File: src/hw/rtl/bcgd_pkg.sv
`timescale 1ns / 1ps
`default_nettype none

package bcgd_pkg;

	// counter and register widths
	localparam int COUNT_WIDTH = 16;
	localparam int CFG_WIDTH   = 16;
	localparam int CMP_W       = (COUNT_WIDTH > CFG_WIDTH) ? COUNT_WIDTH : CFG_WIDTH;

	// output queue
	localparam int QDEPTH  = 4;
	localparam int QPTR_W  = $clog2(QDEPTH);
	localparam int QCNT_W  = QPTR_W + 1;

	// configuration register indexes
	localparam int CFG_IDX_W = 2;
	localparam logic [CFG_IDX_W-1:0] REG_LONG_PRESS   = 2'd0;
	localparam logic [CFG_IDX_W-1:0] REG_MIN_PRESS    = 2'd1;
	localparam logic [CFG_IDX_W-1:0] REG_DOUBLE_CLICK = 2'd2;

	// reset values
	localparam logic [CFG_WIDTH-1:0] RST_LONG_PRESS   = 16'd240;
	localparam logic [CFG_WIDTH-1:0] RST_MIN_PRESS    = 16'd6;
	localparam logic [CFG_WIDTH-1:0] RST_DOUBLE_CLICK = 16'd60;

	// request op codes
	localparam logic OP_TICK = 1'b0;
	localparam logic OP_EDGE = 1'b1;

	// gesture codes
	localparam logic [1:0] GEST_SINGLE = 2'd1;
	localparam logic [1:0] GEST_DOUBLE = 2'd2;
	localparam logic [1:0] GEST_LONG   = 2'd3;

	typedef struct packed {
		logic op;
		logic level;
	} in_req_t;

	typedef struct packed {
		logic [1:0] gesture;
		logic       last;
	} out_req_t;

	typedef struct packed {
		logic [CFG_WIDTH-1:0] long_press_ticks;
		logic [CFG_WIDTH-1:0] min_press_ticks;
		logic [CFG_WIDTH-1:0] double_click_ticks;
	} cfg_t;

	// up to two events from one request, packed from slot 0
	typedef struct packed {
		logic       v0;
		logic [1:0] g0;
		logic       v1;
		logic [1:0] g1;
	} evt_t;

	function automatic logic [CMP_W-1:0] widen_cnt(input logic [COUNT_WIDTH-1:0] x);
		return CMP_W'(x);
	endfunction

	function automatic logic [CMP_W-1:0] widen_cfg(input logic [CFG_WIDTH-1:0] x);
		return CMP_W'(x);
	endfunction

endpackage

`default_nettype wire

File: src/hw/rtl/button_click_gesture_detector.sv
`timescale 1ns / 1ps
`default_nettype none

// Push-button gesture detector. Each input request is a timer tick (op 0) or
// a button edge (op 1) with the new level; results are single click (1),
// double click (2) or long press (3), with last set on the final result a
// request causes (a tick may give a long press followed by a single click).
// One request is taken every cycle while the queue has room: it sits in an
// input register while the counters and flags update, then its results go into
// a four-entry output queue. The input stalls only when the queue lacks room
// for two results, i.e. when the consumer holds off. Thresholds are whole tick
// counts in three 16-bit registers (index 0 long press, 1 minimum press, 2
// double-click window); write them only while the block is idle.
module button_click_gesture_detector (
	input  wire logic                            clk,
	input  wire logic                            arst_n,
	input  wire logic                            in_valid,
	output logic                                 in_ready,
	input  wire bcgd_pkg::in_req_t               in_req,
	output logic                                 out_valid,
	input  wire logic                            out_ready,
	output bcgd_pkg::out_req_t                   out_req,
	input  wire logic                            cfg_we,
	input  wire logic [bcgd_pkg::CFG_IDX_W-1:0]  cfg_index,
	input  wire logic [bcgd_pkg::CFG_WIDTH-1:0]  cfg_wdata
);
	import bcgd_pkg::*;

	cfg_t cfg;
	evt_t evt;
	logic push;
	logic q_space;

	// threshold registers
	bcgd_cfg_regs u_cfg (
		.clk       (clk),
		.arst_n    (arst_n),
		.cfg_we    (cfg_we),
		.cfg_index (cfg_index),
		.cfg_wdata (cfg_wdata),
		.cfg       (cfg)
	);

	// input register, counters and gesture logic
	bcgd_classify u_cls (
		.clk      (clk),
		.arst_n   (arst_n),
		.in_valid (in_valid),
		.in_ready (in_ready),
		.in_req   (in_req),
		.cfg      (cfg),
		.q_space  (q_space),
		.push     (push),
		.evt      (evt)
	);

	// result queue decouples output stalls from the input
	bcgd_out_fifo u_q (
		.clk       (clk),
		.arst_n    (arst_n),
		.push      (push),
		.evt       (evt),
		.q_space   (q_space),
		.out_valid (out_valid),
		.out_ready (out_ready),
		.out_req   (out_req)
	);

endmodule

`default_nettype wire

File: src/hw/rtl/bcgd_cfg_regs.sv
`timescale 1ns / 1ps
`default_nettype none

module bcgd_cfg_regs (
	input  wire logic                            clk,
	input  wire logic                            arst_n,
	input  wire logic                            cfg_we,
	input  wire logic [bcgd_pkg::CFG_IDX_W-1:0]  cfg_index,
	input  wire logic [bcgd_pkg::CFG_WIDTH-1:0]  cfg_wdata,
	output bcgd_pkg::cfg_t                       cfg
);
	import bcgd_pkg::*;

	cfg_t cfg_q;

	always_ff @(posedge clk or negedge arst_n) begin
		if (!arst_n) begin
			cfg_q.long_press_ticks   <= RST_LONG_PRESS;
			cfg_q.min_press_ticks    <= RST_MIN_PRESS;
			cfg_q.double_click_ticks <= RST_DOUBLE_CLICK;
		end else if (cfg_we) begin
			case (cfg_index)
				REG_LONG_PRESS:   cfg_q.long_press_ticks   <= cfg_wdata;
				REG_MIN_PRESS:    cfg_q.min_press_ticks    <= cfg_wdata;
				REG_DOUBLE_CLICK: cfg_q.double_click_ticks <= cfg_wdata;
				default: ; // unmapped index: write dropped
			endcase
		end
	end

	assign cfg = cfg_q;

endmodule

`default_nettype wire

File: src/hw/rtl/bcgd_classify.sv
`timescale 1ns / 1ps
`default_nettype none

module bcgd_classify (
	input  wire logic               clk,
	input  wire logic               arst_n,
	input  wire logic               in_valid,
	output logic                    in_ready,
	input  wire bcgd_pkg::in_req_t  in_req,
	input  wire bcgd_pkg::cfg_t     cfg,
	input  wire logic               q_space,
	output logic                    push,
	output bcgd_pkg::evt_t          evt
);
	import bcgd_pkg::*;

	localparam logic [COUNT_WIDTH-1:0] COUNT_MAX = '1;

	in_req_t                req_s1;
	logic                   valid_s1;
	logic [COUNT_WIDTH-1:0] hold_q, rel_q;
	logic                   up_q, lf_q, sp_q, dp_q;

	logic [COUNT_WIDTH-1:0] hold_d, rel_d;
	logic                   up_d, lf_d, sp_d, dp_d;
	logic                   long_ev, click, pend_ev;
	logic [1:0]             pend_g;
	logic                   adv;

	assign adv      = valid_s1 && q_space;
	assign in_ready = !valid_s1 || adv;
	assign push     = adv;

	always_ff @(posedge clk or negedge arst_n) begin
		if (!arst_n) begin
			valid_s1 <= 1'b0;
		end else if (in_valid && in_ready) begin
			valid_s1 <= 1'b1;
		end else if (adv) begin
			valid_s1 <= 1'b0;
		end
	end

	always_ff @(posedge clk) begin
		if (in_valid && in_ready) begin
			req_s1 <= in_req;
		end
	end

	always_comb begin
		hold_d  = hold_q;
		rel_d   = rel_q;
		up_d    = up_q;
		lf_d    = lf_q;
		sp_d    = sp_q;
		dp_d    = dp_q;
		long_ev = 1'b0;
		click   = 1'b0;
		pend_ev = 1'b0;
		pend_g  = GEST_SINGLE;
		if (req_s1.op == OP_TICK) begin
			hold_d  = (hold_q == COUNT_MAX) ? hold_q : hold_q + 1'b1;
			rel_d   = (rel_q == COUNT_MAX) ? rel_q : rel_q + 1'b1;
			long_ev = !up_q && !lf_q &&
				(widen_cnt(hold_d) >= widen_cfg(cfg.long_press_ticks));
			if (long_ev) begin
				lf_d = 1'b1;
			end
		end else if (req_s1.level) begin
			if (up_q) begin
				hold_d = '0;
				lf_d   = 1'b0;
			end
			up_d = 1'b0;
		end else begin
			click = !up_q && !lf_q &&
				(widen_cnt(hold_q) >= widen_cfg(cfg.min_press_ticks));
			if (click) begin
				if (!sp_q && !dp_q) begin
					sp_d = 1'b1;
				end else if (sp_q && !dp_q) begin
					sp_d = 1'b0;
					dp_d = 1'b1;
				end
			end
			up_d  = 1'b1;
			rel_d = '0;
		end
		// pending check after every request
		if (dp_d) begin
			dp_d    = 1'b0;
			pend_ev = 1'b1;
			pend_g  = GEST_DOUBLE;
		end else if (sp_d &&
			(widen_cnt(rel_d) > widen_cfg(cfg.double_click_ticks))) begin
			sp_d    = 1'b0;
			pend_ev = 1'b1;
			pend_g  = GEST_SINGLE;
		end
	end

	// long press first, then the click
	always_comb begin
		evt.v0 = long_ev || pend_ev;
		evt.g0 = long_ev ? GEST_LONG : pend_g;
		evt.v1 = long_ev && pend_ev;
		evt.g1 = pend_g;
	end

	always_ff @(posedge clk or negedge arst_n) begin
		if (!arst_n) begin
			hold_q <= '0;
			rel_q  <= '0;
			up_q   <= 1'b1;
			lf_q   <= 1'b0;
			sp_q   <= 1'b0;
			dp_q   <= 1'b0;
		end else if (adv) begin
			hold_q <= hold_d;
			rel_q  <= rel_d;
			up_q   <= up_d;
			lf_q   <= lf_d;
			sp_q   <= sp_d;
			dp_q   <= dp_d;
		end
	end

endmodule

`default_nettype wire

File: src/hw/rtl/bcgd_out_fifo.sv
`timescale 1ns / 1ps
`default_nettype none

module bcgd_out_fifo (
	input  wire logic          clk,
	input  wire logic          arst_n,
	input  wire logic          push,
	input  wire bcgd_pkg::evt_t evt,
	output logic               q_space,
	output logic               out_valid,
	input  wire logic          out_ready,
	output bcgd_pkg::out_req_t out_req
);
	import bcgd_pkg::*;

	out_req_t            mem_q [QDEPTH];
	logic [QPTR_W-1:0]   wp_q, rp_q;
	logic [QCNT_W-1:0]   cnt_q;
	logic [QCNT_W-1:0]   npush;
	logic                pop;
	out_req_t            e0, e1;

	assign pop       = out_valid && out_ready;
	assign out_valid = (cnt_q != '0);
	assign out_req   = mem_q[rp_q];
	// two free slots needed for the worst-case request
	assign q_space   = (cnt_q <= QCNT_W'(QDEPTH - 2));

	always_comb begin
		npush = '0;
		if (push && evt.v0) begin
			npush = evt.v1 ? QCNT_W'(2) : QCNT_W'(1);
		end
		e0.gesture = evt.g0;
		e0.last    = !evt.v1;
		e1.gesture = evt.g1;
		e1.last    = 1'b1;
	end

	always_ff @(posedge clk) begin
		if (push && evt.v0) begin
			mem_q[wp_q] <= e0;
			if (evt.v1) begin
				mem_q[wp_q + 1'b1] <= e1;
			end
		end
	end

	always_ff @(posedge clk or negedge arst_n) begin
		if (!arst_n) begin
			wp_q  <= '0;
			rp_q  <= '0;
			cnt_q <= '0;
		end else begin
			wp_q  <= wp_q + QPTR_W'(npush);
			rp_q  <= rp_q + QPTR_W'(pop);
			cnt_q <= cnt_q + npush - QCNT_W'(pop);
		end
	end

endmodule

`default_nettype wire

File: config.mk
export PLATFORM = sky130hd
export DESIGN_NAME = button_click_gesture_detector
export DESIGN_NICKNAME = d
export VERILOG_FILES = /design/src/hw/rtl/bcgd_pkg.sv /design/src/hw/rtl/button_click_gesture_detector.sv /design/src/hw/rtl/bcgd_cfg_regs.sv /design/src/hw/rtl/bcgd_classify.sv /design/src/hw/rtl/bcgd_out_fifo.sv
export SDC_FILE = /design/constraint.sdc
export NUM_CORES = 1
export LEC_CHECK = 0
export ABC_AREA = 0
export BUFFER_PORTS_ARGS = -buffer_cell sky130_fd_sc_hd__buf_4
export CELL_PAD_IN_SITES_DETAIL_PLACEMENT = 2
export CELL_PAD_IN_SITES_GLOBAL_PLACEMENT = 2
export CORE_MARGIN = 1
export CORE_UTILIZATION = 42
export CTS_BUF_LIST = sky130_fd_sc_hd__clkbuf_4 sky130_fd_sc_hd__clkbuf_8
export DETAILED_ROUTE_END_ITERATION = 12
export PLACE_DENSITY = 0.91
export SETUP_SLACK_MARGIN = 0.05
export SYNTH_ARGS = -nofsm -noshare
export SYNTH_HDL_FRONTEND = slang
export SYNTH_HIERARCHICAL = 1
export SYNTH_SLANG_ARGS = --single-unit
export TNS_END_PERCENT = 100
File: constraint.sdc
create_clock -name clk -period 6.1 [get_ports clk]
set_input_delay 0.61 -clock clk [delete_from_list [all_inputs] [get_ports clk]]
set_output_delay 0.61 -clock clk [all_outputs]
set_load 0.05 [all_outputs]
# ---- Word level (Yosys, flattened, before mapping)
# Memories as Yosys holds them, arrays and structs flattened.
# Index checks and enable logic that the tools add are counted.
dict set report word_totals {
  reg_bits 93
  ramBits 12
  input_bits 25
  wordCells 93
  mem_count 1
}
# memory words word_bits rd rd_ports_with_merged_regs wr line
set mem_list {}
lappend mem_list {u_q.mem_q 4 3 1 0 2 bcgd_out_fifo.sv:16} ;# out_req_t mem_q [QDEPTH];
dict set report op_classes {
  addsub 7
  n_lt_le_gt_ge 4
  eq_ne 6
  mux 36
  n_reduce_logical 25
}
# cell n
set ops {}
lappend ops {{16-bit two-way mux} 7}
lappend ops {{16-bit by 1-bit adder with 16-bit output (second input constant)} 2}
lappend ops {{16-bit equality test (second input constant)} 2}
lappend ops {{16-bit >= comparator} 2}
lappend ops {{1-bit two-way mux} 25}
lappend ops {{16-bit greater-than comparator} 1}
lappend ops {{1-bit logical AND} 9}
lappend ops {{2-bit AND reduction} 4}
lappend ops {{2-bit two-way mux} 3}
lappend ops {{1-bit logical NOT} 4}
lappend ops {{2-bit inequality test (second input constant)} 2}
lappend ops {{4-bit AND reduction} 1}
lappend ops {{2-bit nonzero test} 2}
lappend ops {{3-bit adder} 1}
lappend ops {{3-bit by 2-bit less-or-equal comparator with 1-bit output (second input constant)} 1}
lappend ops {{3-bit two-way mux} 1}
lappend ops {{3-bit AND reduction} 1}
lappend ops {{3-bit nonzero test} 1}
lappend ops {{3-bit by 1-bit subtractor with 3-bit output} 1}
lappend ops {{2-bit by 1-bit adder with 2-bit output} 1}
lappend ops {{2-bit by 1-bit adder with 2-bit output (second input constant)} 1}
lappend ops {{2-bit adder} 1}
lappend ops {{2-bit by 1-bit equality test with 1-bit output (second input constant)} 1}
lappend ops {{2-bit equality test (second input constant)} 1}
lappend ops {{2 further kinds} 3}

# ---- Logic depth before layout (Yosys ltp)
# Gate-level depths: netlist of the first run.
dict set report logic_depth {
  word_depth 14
  depth_mapped 22
  ltp_nobuf 20
}

# ---- Hierarchy
# Netlist of the first run, hierarchy kept.
# mod n_inst cells_per_inst area_each_um2 seq_area_each_um2
set by_module_without_submodules {}
lappend by_module_without_submodules {bcgd_classify 1 467 3762.4 962.2}
lappend by_module_without_submodules {bcgd_cfg_regs 1 102 1828.0 1213.7}
lappend by_module_without_submodules {bcgd_out_fifo 1 89 998.5 495.5}

# ---- Worst setup path before layout of the first run
# OpenSTA, ideal clock, no wires.
dict set report synth_timing {
  path_kind {register -> register}
  startpoint {reg u_cls.rel_q[0]}
  endpoint {reg u_q.cnt_q[2]}
  setup_ns 0.123
  t_arrival_ns 4.422
  required_time_ns 5.977
  slack_ns 1.555
  stages_incl_launch_ff 21
  n_path_buf 1
  cell_sequence {dfrtp_1 -> ha_1 -> nand3_1 -> nor3_1 -> and4b_1 -> a31oi_1 -> o21a_1 -> ha_1 -> nand4_1 -> nor4_1 -> a21bo_2 -> nand4_1 -> a31oi_1 -> nor2b_1 -> buf_2 -> nand3_1 -> ha_1 -> inv_1 -> fa_1 -> xnor2_1 -> xnor2_1}
}
# item line
set synth_rtl {}
lappend synth_rtl {{start, declared} bcgd_classify.sv:21} ;# logic [COUNT_WIDTH-1:0] hold_q, rel_q;
lappend synth_rtl {{start signal, assigned} bcgd_classify.sv:120} ;# rel_q <= rel_d;
lappend synth_rtl {{end signal, assigned} bcgd_out_fifo.sv:57} ;# cnt_q <= cnt_q + npush - QCNT_W'(pop);
lappend synth_rtl {{end, declared} bcgd_out_fifo.sv:18} ;# logic [QCNT_W-1:0] cnt_q;

==> results of run 1 <==
==> layout by cell type, fill, tap and decap left out, types with 5 or more instances in the layout <==
cell	n
a211oi_1	7
a21o_1	9
a21oi_1	29
a31oi_1	16
buf_4	33
clkbuf_8	9
dfrtp_1	80
dfstp_2	11
edfxtp_1	10
ha_1	54
inv_1	55
mux2_2	48
mux2i_1	9
nand2_1	50
nand2b_1	7
nand3_1	31
nand4_1	17
nor2_1	29
nor2b_1	7
nor3_1	11
nor4_1	5
o21a_1	6
o21ai_0	38
xnor2_1	12
xor2_1	6
==> layer usage <==
layer,up-vias,GRT usage [%]
li1,2430,-
met1,2759,31.4
met2,97,52.0
met3,58,4.15
met4,0,13.6
met5,-,0
==> power by group <==
part           total, W  internal [W]  switching [W]
registers      0.000994      0.000839       0.000155
logic          0.000935      0.000354       0.000581
clock network  0.000458      0.000202       0.000255
==> how the worst min path moves through the flow <==
stage | startpoint | end | slack, ns
2_1_floorplan | arst_n | u_cfg/cfg[0] | 0.31
6_report | arst_n | u_cls/rel_q[3] | 0.22
5_1_grt | arst_n | u_cls/rel_q[2] | 0.25
3_3_place_gp | u_q/mem_q[1][0] | u_q/mem_q[1][0] | 0.46
4_1_cts | arst_n | u_cls/rel_q[2] | 0.24
3_5_place_dp | u_q/mem_q[3][0] | u_q/mem_q[3][0] | 0.48
==> layout make-up <==
class,count,area share (%)
multi-input cells,472,50.0
flip-flops and latches,105,37.3
well taps,211,3.68
repair buffers,33,3.46
inverters,56,2.93
clock buffers,12,2.04
clock inverters,3,0.611
==> cells by family (layout without fill, tap and decap cells) <==
group           after synthesis  in the layout  share of synthesized area, %
xor+xnor                     18             18                          2.39
simple gates                199            199                          16.9
fa+ha+maj                    55             55                          10.6
compound gates              140            140                          13.7
flops                       105            105                          40.5
mux                          60             60                          10.6
buf+inv                      81            104                          5.28
==> per-stage QoR <==
step	utilization (%)	hold WS, ns	instances	setup WS [ns]	cell area, µm²
after global placement	45.6	0.463	877	1.05	6960
after floorplan	-	0.314	658	1.56	6590
final	47.0	0.221	892	0.648	7160
after global routing	47.0	0.253	892	0.175	7160
after detailed placement	45.6	0.476	877	0.615	6960
after CTS	46.9	0.239	892	0.136	7150
==> repair_timing <==
| action | in CTS | in global routing |
|---|---|---|
| gates resized for setup | 0 | 3 |
| endpoints found under the hold margin | 0 | 0 |
| endpoints found under the setup margin | 0 | 2 |
==> worst max-delay path, cell delays in order, from the launching register on <==
cell,delay (ns)
dfrtp_1,0.49
ha_1,0.39
nand4_4,0.21
nor2_1,0.31
nand3_1,0.23
o21ai_0,0.34
o21ai_0,0.15
ha_1,0.32
nand4_1,0.14
a21oi_1,0.28
a211oi_1,0.17
a2111oi_2,0.53
nor2b_1,0.22
buf_4,0.23
nand3_1,0.16
ha_1,0.32
inv_1,0.05
fa_1,0.43
xnor2_1,0.22
xnor2_1,0.16
==> sequential cells by signal, summed over array words and instances, names as in the netlist, 2 cells and up <==
register	count
u_cls/rel_q	16
u_cfg/cfg	48
u_cls/req_s1	2
u_q/cnt_q	3
u_cls/hold_q	16
u_q/rp_q	2
u_q/wp_q	2
u_q/mem_q	12
==> flow_summary.yaml, run 1 <==
clock_network:
  clk_latency_ns: 0.39
  clk_path_buf_depth: 2
  cts_root_buffer: "clkbuf_8"
  clock_sinks: 105
  cts_buffers: 9
  htree_levels: 3
  cts_setup_buffers: 0
  cts_hold_buf: 0
  cts.clk_slew.worst_paths_ns: 0.10
  cts_tree: "built"
logic_synthesis:
  synth_common_cells: "80 x dfrtp_1, 55 x inv_1, 54 x ha_1"
  syn-cell-area_um2: 6590
  yosys.area.top_type: "dfrtp_1"
  synth-async-reset-ratio_pct: 86.7
  syn_inst: 658
  ys_seq_area_share_pct: 40.5
  ys_types: 76
  synth.area.top_cells: "dfrtp_1 30%, ha_1 10%, mux2_2 8.2%"
  synth_top_cell_area_share_pct: 30.4
  synth-seq-cells: 105
  syn_nets: 738
  yosysMostFrequentCell: "dfrtp_1"
  ys_warn_count: 6
  synth_area_per_cell_um2: 10.0
  synth_edf_count: 10
  ys.flop_type: "dfrtp_1"
sta:
  rsz0062_at_grt: "no"
  fmax_ghz: 0.183
  finalHoldViolations: 0
  slew_viol_final: 0
  layout_min_cycle_time_ns: 5.45
  finalSetupTns_ns: 0
  post-route-period-util_pct: 89.4
  slew_headroom_pct: 24.5
  finalClockSkew_ns: 0.00986
  setup_viol: 0
  worst_slew_pin_slew_ns: 1.13
cells_and_area:
  regArea_um2: 2670
  drive_gt1_share_pct: 20.0
  layout.nets: 757
  num_antenna_cells: 0
  fillCellCount: 1593
  area_growth_pct: 8.74
  multi_input_area_um2: 3580
critical_path:
  path_max_fanout: 16
  reg2regPathDepth: 19
  rrSetupSlack_ns: 0.65
  r2r_start: "u_cls/hold_q[1]"
  start_kind: "flip-flop"
  crit_type: "flip-flop to flip-flop"
  critPathArrivalTime_ns: 5.76
  crit_path_end_kind: "flip-flop"
  crit_required_ns: 6.41
  crit_start: "u_cls/hold_q[1]"
  worstSetupEndpoint: "u_q/cnt_q[2]"
  r2r-end: "u_q/cnt_q[2]"
power:
  cellPowerDensity_nw_per_um2: 333
  p_leak_nw: 3.25
  peakVddDrop_uv: 143
  power_w: 0.00239
floorplan:
  row_count: 45
  die_area_um2: 16200
  start_util_pct: 43.2
  die_w_um: 127
  core_area_um2: 15300
  die_h_um: 127
  ios: 30
global_routing:
  grt_util_all_layers_pct: 28.0
  grt_pass1_vias: 6147
  gr-total-overflow: 0
  grt_pass1_wl_mm: 34.3
  grt_max_degree: 47
  antenna_found_initial: 0
outcome:
  status: "finished clean"
min_path:
  hold_class: "primary input to async pin"
detailed_routing:
  drc: 0
  detail_route.first_pass.iterations: 4
  wire_per_inst_um: 23.8
  met2WireLength_mm: 11.2
  met1_length_mm: 8.49
  drtAntennaViolNets: 0
  avgViaCountPerCell: 5.99
  top_layer: "met4"
  vias: 5344
  drtIter0Drc: 305
  dr_wl_met3_um: 635
  totalWireLength_mm: 21.2
run:
  max_cap_viol_count: 0
placed_design:
  dp_hpwl_mm: 15.0
  place.gp.congestion: 0.881
  io_buffers: 29
No activity file was read; power rests on OpenSTA's default activity.
==> run 2, diff against run 1 <==
--- a/config.mk
+++ b/config.mk
@@ -10,13 +10,13 @@
 export CELL_PAD_IN_SITES_DETAIL_PLACEMENT = 2
 export CELL_PAD_IN_SITES_GLOBAL_PLACEMENT = 2
 export CORE_MARGIN = 1
-export CORE_UTILIZATION = 42
+export CORE_UTILIZATION = 41
 export CTS_BUF_LIST = sky130_fd_sc_hd__clkbuf_4 sky130_fd_sc_hd__clkbuf_8
 export DETAILED_ROUTE_END_ITERATION = 12
+export GPL_ROUTABILITY_DRIVEN = 0
 export PLACE_DENSITY = 0.91
 export SETUP_SLACK_MARGIN = 0.05
 export SYNTH_ARGS = -nofsm -noshare
 export SYNTH_HDL_FRONTEND = slang
-export SYNTH_HIERARCHICAL = 1
 export SYNTH_SLANG_ARGS = --single-unit
 export TNS_END_PERCENT = 100
==> run 2 against run 1 <==
  * Synthesized area down 1.6%
  * Non-clock buffer count shrank 1
  * Hold slack worse by 0.15 ns
  * Largest cell class unchanged
  * Fmax is 0.82% higher
  * Die area rose by 0.77%
  * Sequential cell count stayed put
  * Clock skew fell by 0.0019 ns
  * Global-route usage decreased by 2.3 points
  * First-iteration DRC count fell by 14%
==> flow_summary.yaml, run 2 <==
outcome:
  status: "finished clean"
detailed_routing:
  detail_route.first_pass.iterations: 4
  avgViaCountPerCell: 5.76
  totalWireLength_mm: 19.4
  wire_per_inst_um: 21.3
  vias: 5247
  drc: 0
  drtIter0Drc: 261
  drtAntennaViolNets: 0
clock_network:
  clock_sinks: 105
  cts_root_buffer: "clkbuf_8"
  clk_latency_ns: 0.41
  clk_path_buf_depth: 2
  cts.clk_slew.worst_paths_ns: 0.11
  cts_tree: "built"
  post_cts_resize_count: 0
  cts_hold_buf: 0
  cts_setup_buffers: 0
  htree_levels: 3
  cts_buffers: 9
sta:
  finalClockSkew_ns: 0.00791
  slew_headroom_pct: 22.1
  worst_slew_pin_slew_ns: 1.17
  setup_viol: 0
  finalSetupTns_ns: 0
  finalHoldViolations: 0
  rsz0062_at_grt: "no"
  whs_ns: 0.0757
  fmax_ghz: 0.185
  slew_viol_final: 0
  fin_ws_ns: 0.693
  post-route-period-util_pct: 88.6
  layout_min_cycle_time_ns: 5.41
critical_path:
  max_stage_delay_ns: 0.51
  path_max_fanout: 12
  path_delay_family: "simple AND/OR/NAND/NOR gates"
  critPathArrivalTime_ns: 5.73
  cp_slowest_cell: "nand4_1"
  reg2regPathDepth: 18
  r2r_start: "u_cls.hold_q[1]"
  crit_path_end_kind: "flip-flop"
  cpMostUsedCell: "ha_1"
  worstSetupPathDepth: 18
  rrSetupSlack_ns: 0.69
  start_kind: "flip-flop"
  r2r-end: "u_q.cnt_q[2]"
  crit_required_ns: 6.42
  crit_type: "flip-flop to flip-flop"
  crit_chain: "ha_1, and3_1, nor2b_1, nand4_1, nand2_1, nor2_1, xor2_1, ha_1, nand4_1, nor4_1, nand3_1, a31oi_2, and2_1, nand3_1, ha_1, inv_1, fa_1, xnor2_1"
  cp.buffers_inverters: 1
cells_and_area:
  layout_commonest_cell: "dfrtp_1"
  drive_gt1_share_pct: 16.7
  layout_common_cells: "80 x dfrtp_1, 77 x nand2_1, 58 x inv_1"
  fin_area_um2: 7050
  largest_register_ffs: 48
  num_antenna_cells: 0
  area_growth_pct: 8.78
  layout.nets: 777
global_routing:
  grt_pass1_vias: 5998
  grt_pass1_wl_mm: 32.0
  grt_util_all_layers_pct: 25.8
  antenna_found_initial: 0
  gr-total-overflow: 0
  grt_max_degree: 72
floorplan:
  die_area_um2: 16300
  core_area_um2: 15300
  die_w_um: 128
  ios: 30
  row_count: 45
  die_h_um: 128
  start_util_pct: 42.3
logic_synthesis:
  ys_types: 63
  synth_common_cells: "80 x dfrtp_1, 77 x nand2_1, 58 x inv_1"
  yosysMostFrequentCell: "dfrtp_1"
  ys_warn_count: 0
  synth_area_per_cell_um2: 9.56
  synth-seq-cells: 105
  ys.flop_type: "dfrtp_1"
  yosys.area.top_type: "dfrtp_1"
  synth_top_cell_area_share_pct: 30.9
  syn_inst: 678
  syn_nets: 760
  syn-cell-area_um2: 6480
  ys_seq_area_share_pct: 41.2
  synth.area.top_cells: "dfrtp_1 31%, ha_1 11%, mux2_2 6.6%"
  synth-async-reset-ratio_pct: 86.7
  synth_edf_count: 10
run:
  max_cap_viol_count: 0
placed_design:
  dp_hpwl_mm: 14.8
  place_area_um2: 6880
  dp_slack_ns: 0.918
  io_buffers: 29
power:
  peakVddDrop_uv: 136
  power_w: 0.00218
  p_leak_nw: 3.29
  cellPowerDensity_nw_per_um2: 309
min_path:
  hold_class: "primary input to async pin"
## run 2: per-layer routing
layer	vias up	track usage [%]	share of wire (%)
met5	-	0	0
met4	0	9.62	2.6
met3	36	4.63	2.3
met2	63	49.1	54
met1	2711	28.3	41
li1	2437	-	-
## run 2: kinds of logic after synthesis
logic type,count (synthesis),synth area share [%]
mux,56,9.96
compound gates,138,13.3
fa+ha+maj,57,11.1
flops,105,41.2
xor+xnor,15,2.03
simple gates,223,17.2
buf+inv,84,5.15
## run 2: area by class of cell
cell class / instances / area, µm²
inverter: 58 / 218
fill: 1647 / 8260
tap: 211 / 264
multi-input combinational: 489 / 3480
sequential: 105 / 2670
clock inverter: 7 / 52.6
timing repair buffer: 32 / 240
clock buffer: 9 / 124
## run 2: per-stage QoR
stage,utilization [%],instances
after global routing,46.0,911
after detailed placement,44.9,895
after CTS,46.0,911
after floorplan,-,678
after global placement,44.9,895
final,46.0,911
## run 2: where the power goes
group          internal, W  total [W]  leakage (nW)  switching, W
Sequential        0.000830   0.000942          1.27      0.000112
Combinational     0.000299   0.000811          1.93      0.000512
Clock             0.000152   0.000427        0.0904      0.000275
Total              0.00128    0.00218          3.29      0.000899
## run 2: worst max path at each step
stage / startpoint / to / slack, ns
detailed placement: u_cls.hold_q[1] / u_q.cnt_q[2] / 0.92
floorplan: u_cls.hold_q[0] / u_q.cnt_q[2] / 1.93
global placement: u_cls.hold_q[0] / u_q.cnt_q[2] / 1.35
CTS: u_cls.hold_q[1] / u_q.cnt_q[2] / 0.75
finish: u_cls.hold_q[1] / u_q.cnt_q[2] / 0.69
global route: u_cls.hold_q[1] / u_q.cnt_q[2] / 0.42
==> run 3, diff against run 2 <==
--- a/config.mk
+++ b/config.mk
@@ -9,12 +9,11 @@
 export BUFFER_PORTS_ARGS = -buffer_cell sky130_fd_sc_hd__buf_4
 export CELL_PAD_IN_SITES_DETAIL_PLACEMENT = 2
 export CELL_PAD_IN_SITES_GLOBAL_PLACEMENT = 2
-export CORE_MARGIN = 1
-export CORE_UTILIZATION = 41
+export CORE_UTILIZATION = 45
 export CTS_BUF_LIST = sky130_fd_sc_hd__clkbuf_4 sky130_fd_sc_hd__clkbuf_8
 export DETAILED_ROUTE_END_ITERATION = 12
 export GPL_ROUTABILITY_DRIVEN = 0
-export PLACE_DENSITY = 0.91
+export PLACE_DENSITY = 0.95
 export SETUP_SLACK_MARGIN = 0.05
 export SYNTH_ARGS = -nofsm -noshare
 export SYNTH_HDL_FRONTEND = slang
==> constraint.sdc (replaced) <==
create_clock -name clk -period 6.9 [get_ports clk]
set_input_delay 0.69 -clock clk [delete_from_list [all_inputs] [get_ports clk]]
set_output_delay 0.69 -clock clk [all_outputs]
set_load 0.05 [all_outputs]
==> run 3 against run 2 <==
  * Critical path type unchanged
  * Non-clock buffer count increased by 1
  * Highest routed layer unchanged
  * Final cell count decreased by 3.3%
  * Clock power down 1%
  * Critical path depth did not move
  * Hold slack better by 0.027 ns
==> flow_summary.yaml, run 3 (same netlist as run 2, synthesis figures left out) <==
clock_network:
  cts_hold_buf: 0
  htree_levels: 3
  cts.clk_slew.worst_paths_ns: 0.12
  cts_setup_buffers: 0
  clock_sinks: 105
  clk_latency_ns: 0.41
  post_cts_resize_count: 0
  cts_buffers: 9
  clk_path_buf_depth: 2
  cts_tree: "built"
  cts_root_buffer: "clkbuf_8"
floorplan:
  die_area_um2: 14900
  core_area_um2: 14000
  die_h_um: 122
  row_count: 43
  start_util_pct: 46.3
  ios: 30
  die_w_um: 122
detailed_routing:
  totalWireLength_mm: 23.5
  drc: 0
  drtAntennaViolNets: 0
  avgViaCountPerCell: 6.26
  vias: 5516
  detail_route.first_pass.iterations: 4
  wire_per_inst_um: 26.6
  drtIter0Drc: 264
sta:
  rsz0062_at_grt: "no"
  finalSetupTns_ns: 0
  worst_slew_pin_slew_ns: 1.21
  whs_ns: 0.103
  slew_headroom_pct: 17.5
  fin_ws_ns: 1.15
  finalClockSkew_ns: 0.0125
  post-route-period-util_pct: 83.3
  fmax_ghz: 0.174
  finalHoldViolations: 0
  slew_viol_final: 0
  setup_viol: 0
  layout_min_cycle_time_ns: 5.75
cells_and_area:
  drive_gt1_share_pct: 16.8
  layout_common_cells: "80 x dfrtp_1, 77 x nand2_1, 58 x inv_1"
  layout.nets: 778
  num_antenna_cells: 0
  area_growth_pct: 8.65
  fillCellCount: 1449
  layout_commonest_cell: "dfrtp_1"
  largest_register_ffs: 48
placed_design:
  dp_hpwl_mm: 16.2
  io_buffers: 29
  dp_slack_ns: 1.62
critical_path:
  max_stage_delay_ns: 0.53
  r2r_start: "u_cls.hold_q[0]"
  crit_start: "u_cls.hold_q[0]"
  crit_path_end_kind: "flip-flop"
  cpMostUsedCell: "ha_1"
  crit_chain: "ha_1, and3_1, nor2b_1, nand4_1, nand2_1, nor2_1, xor2_1, ha_1, nand4_1, nor4_1, nand3_1, a31oi_2, and2_1, nand3_1, ha_1, inv_1, fa_1, xnor2_1"
  r2r-end: "u_q.cnt_q[2]"
  rrSetupSlack_ns: 1.15
  path_max_fanout: 12
  critPathArrivalTime_ns: 6.05
  start_kind: "flip-flop"
  cp.buffers_inverters: 1
  path_delay_family: "simple AND/OR/NAND/NOR gates"
  crit_required_ns: 7.20
  reg2regPathDepth: 18
  crit_type: "flip-flop to flip-flop"
  cp_slowest_cell: "nand4_1"
power:
  p_leak_nw: 3.31
  power_w: 0.00205
  cellPowerDensity_nw_per_um2: 291
  peakVddDrop_uv: 176
min_path:
  hold_class: "primary input to async pin"
run:
  max_cap_viol_count: 0
global_routing:
  gr-total-overflow: 0
  grt_pass1_vias: 6441
  grt_util_all_layers_pct: 33.9
  grt_pass1_wl_mm: 37.0
  antenna_found_initial: 0
  grt_max_degree: 79
outcome:
  status: "finished clean"
==> run 3: cell types whose count changed in the layout (fill, tap and decap cells not counted) <==
cell | previous run | this run
bufinv_16 | 0 | 1
buf_4 | 32 | 33
clkinvlp_4 | 1 | 0
==> run 3: cell type report <==
cell class | count | area [µm²] | share of cell area (%)
Clock inverter | 7 | 75.1 | 1.07
Clock buffer | 9 | 124 | 1.76
Multi-Input combinational cell | 489 | 3480 | 49.4
Inverter | 58 | 218 | 3.09
Timing Repair Buffer | 33 | 248 | 3.52
Tap cell | 180 | 225 | 3.20
Sequential cell | 105 | 2670 | 37.9
==> run 3: how the worst max path moves through the flow <==
stage              endpoint  cells past startpoint  slack, ns
2_1_floorplan  u_q.cnt_q[2]                     20       2.73
3_3_place_gp   u_q.cnt_q[2]                     18       2.16
3_5_place_dp   u_q.cnt_q[2]                     18       1.62
4_1_cts        u_q.cnt_q[2]                     18       1.33
5_1_grt        u_q.cnt_q[2]                     18       0.88
6_report       u_q.cnt_q[2]                     18       1.15
==> run 3: metal layers <==
metal | GRT usage [%] | share of wire, %
met3 | 5.24 | 2.5
met1 | 35.9 | 39
met4 | 18.3 | 4.7
met5 | 0 | 0
met2 | 63.5 | 54
==> run 3: where the power goes <==
part,switching (W),total (W),internal (W)
combinational,0.000504,0.000779,0.000275
clock,0.000251,0.000422,0.000171
sequential,0.000113,0.000847,0.000734
total,0.000868,0.00205,0.00118
==> run 3: through the flow <==
stage                     utilization [%]  cell area [µm²]  instances
after floorplan                         -             6480        678
after global placement               48.9             6840        865
after detailed placement             48.9             6840        865
after CTS                            50.3             7040        881
after global routing                 50.3             7040        881
final                                50.3             7040        881
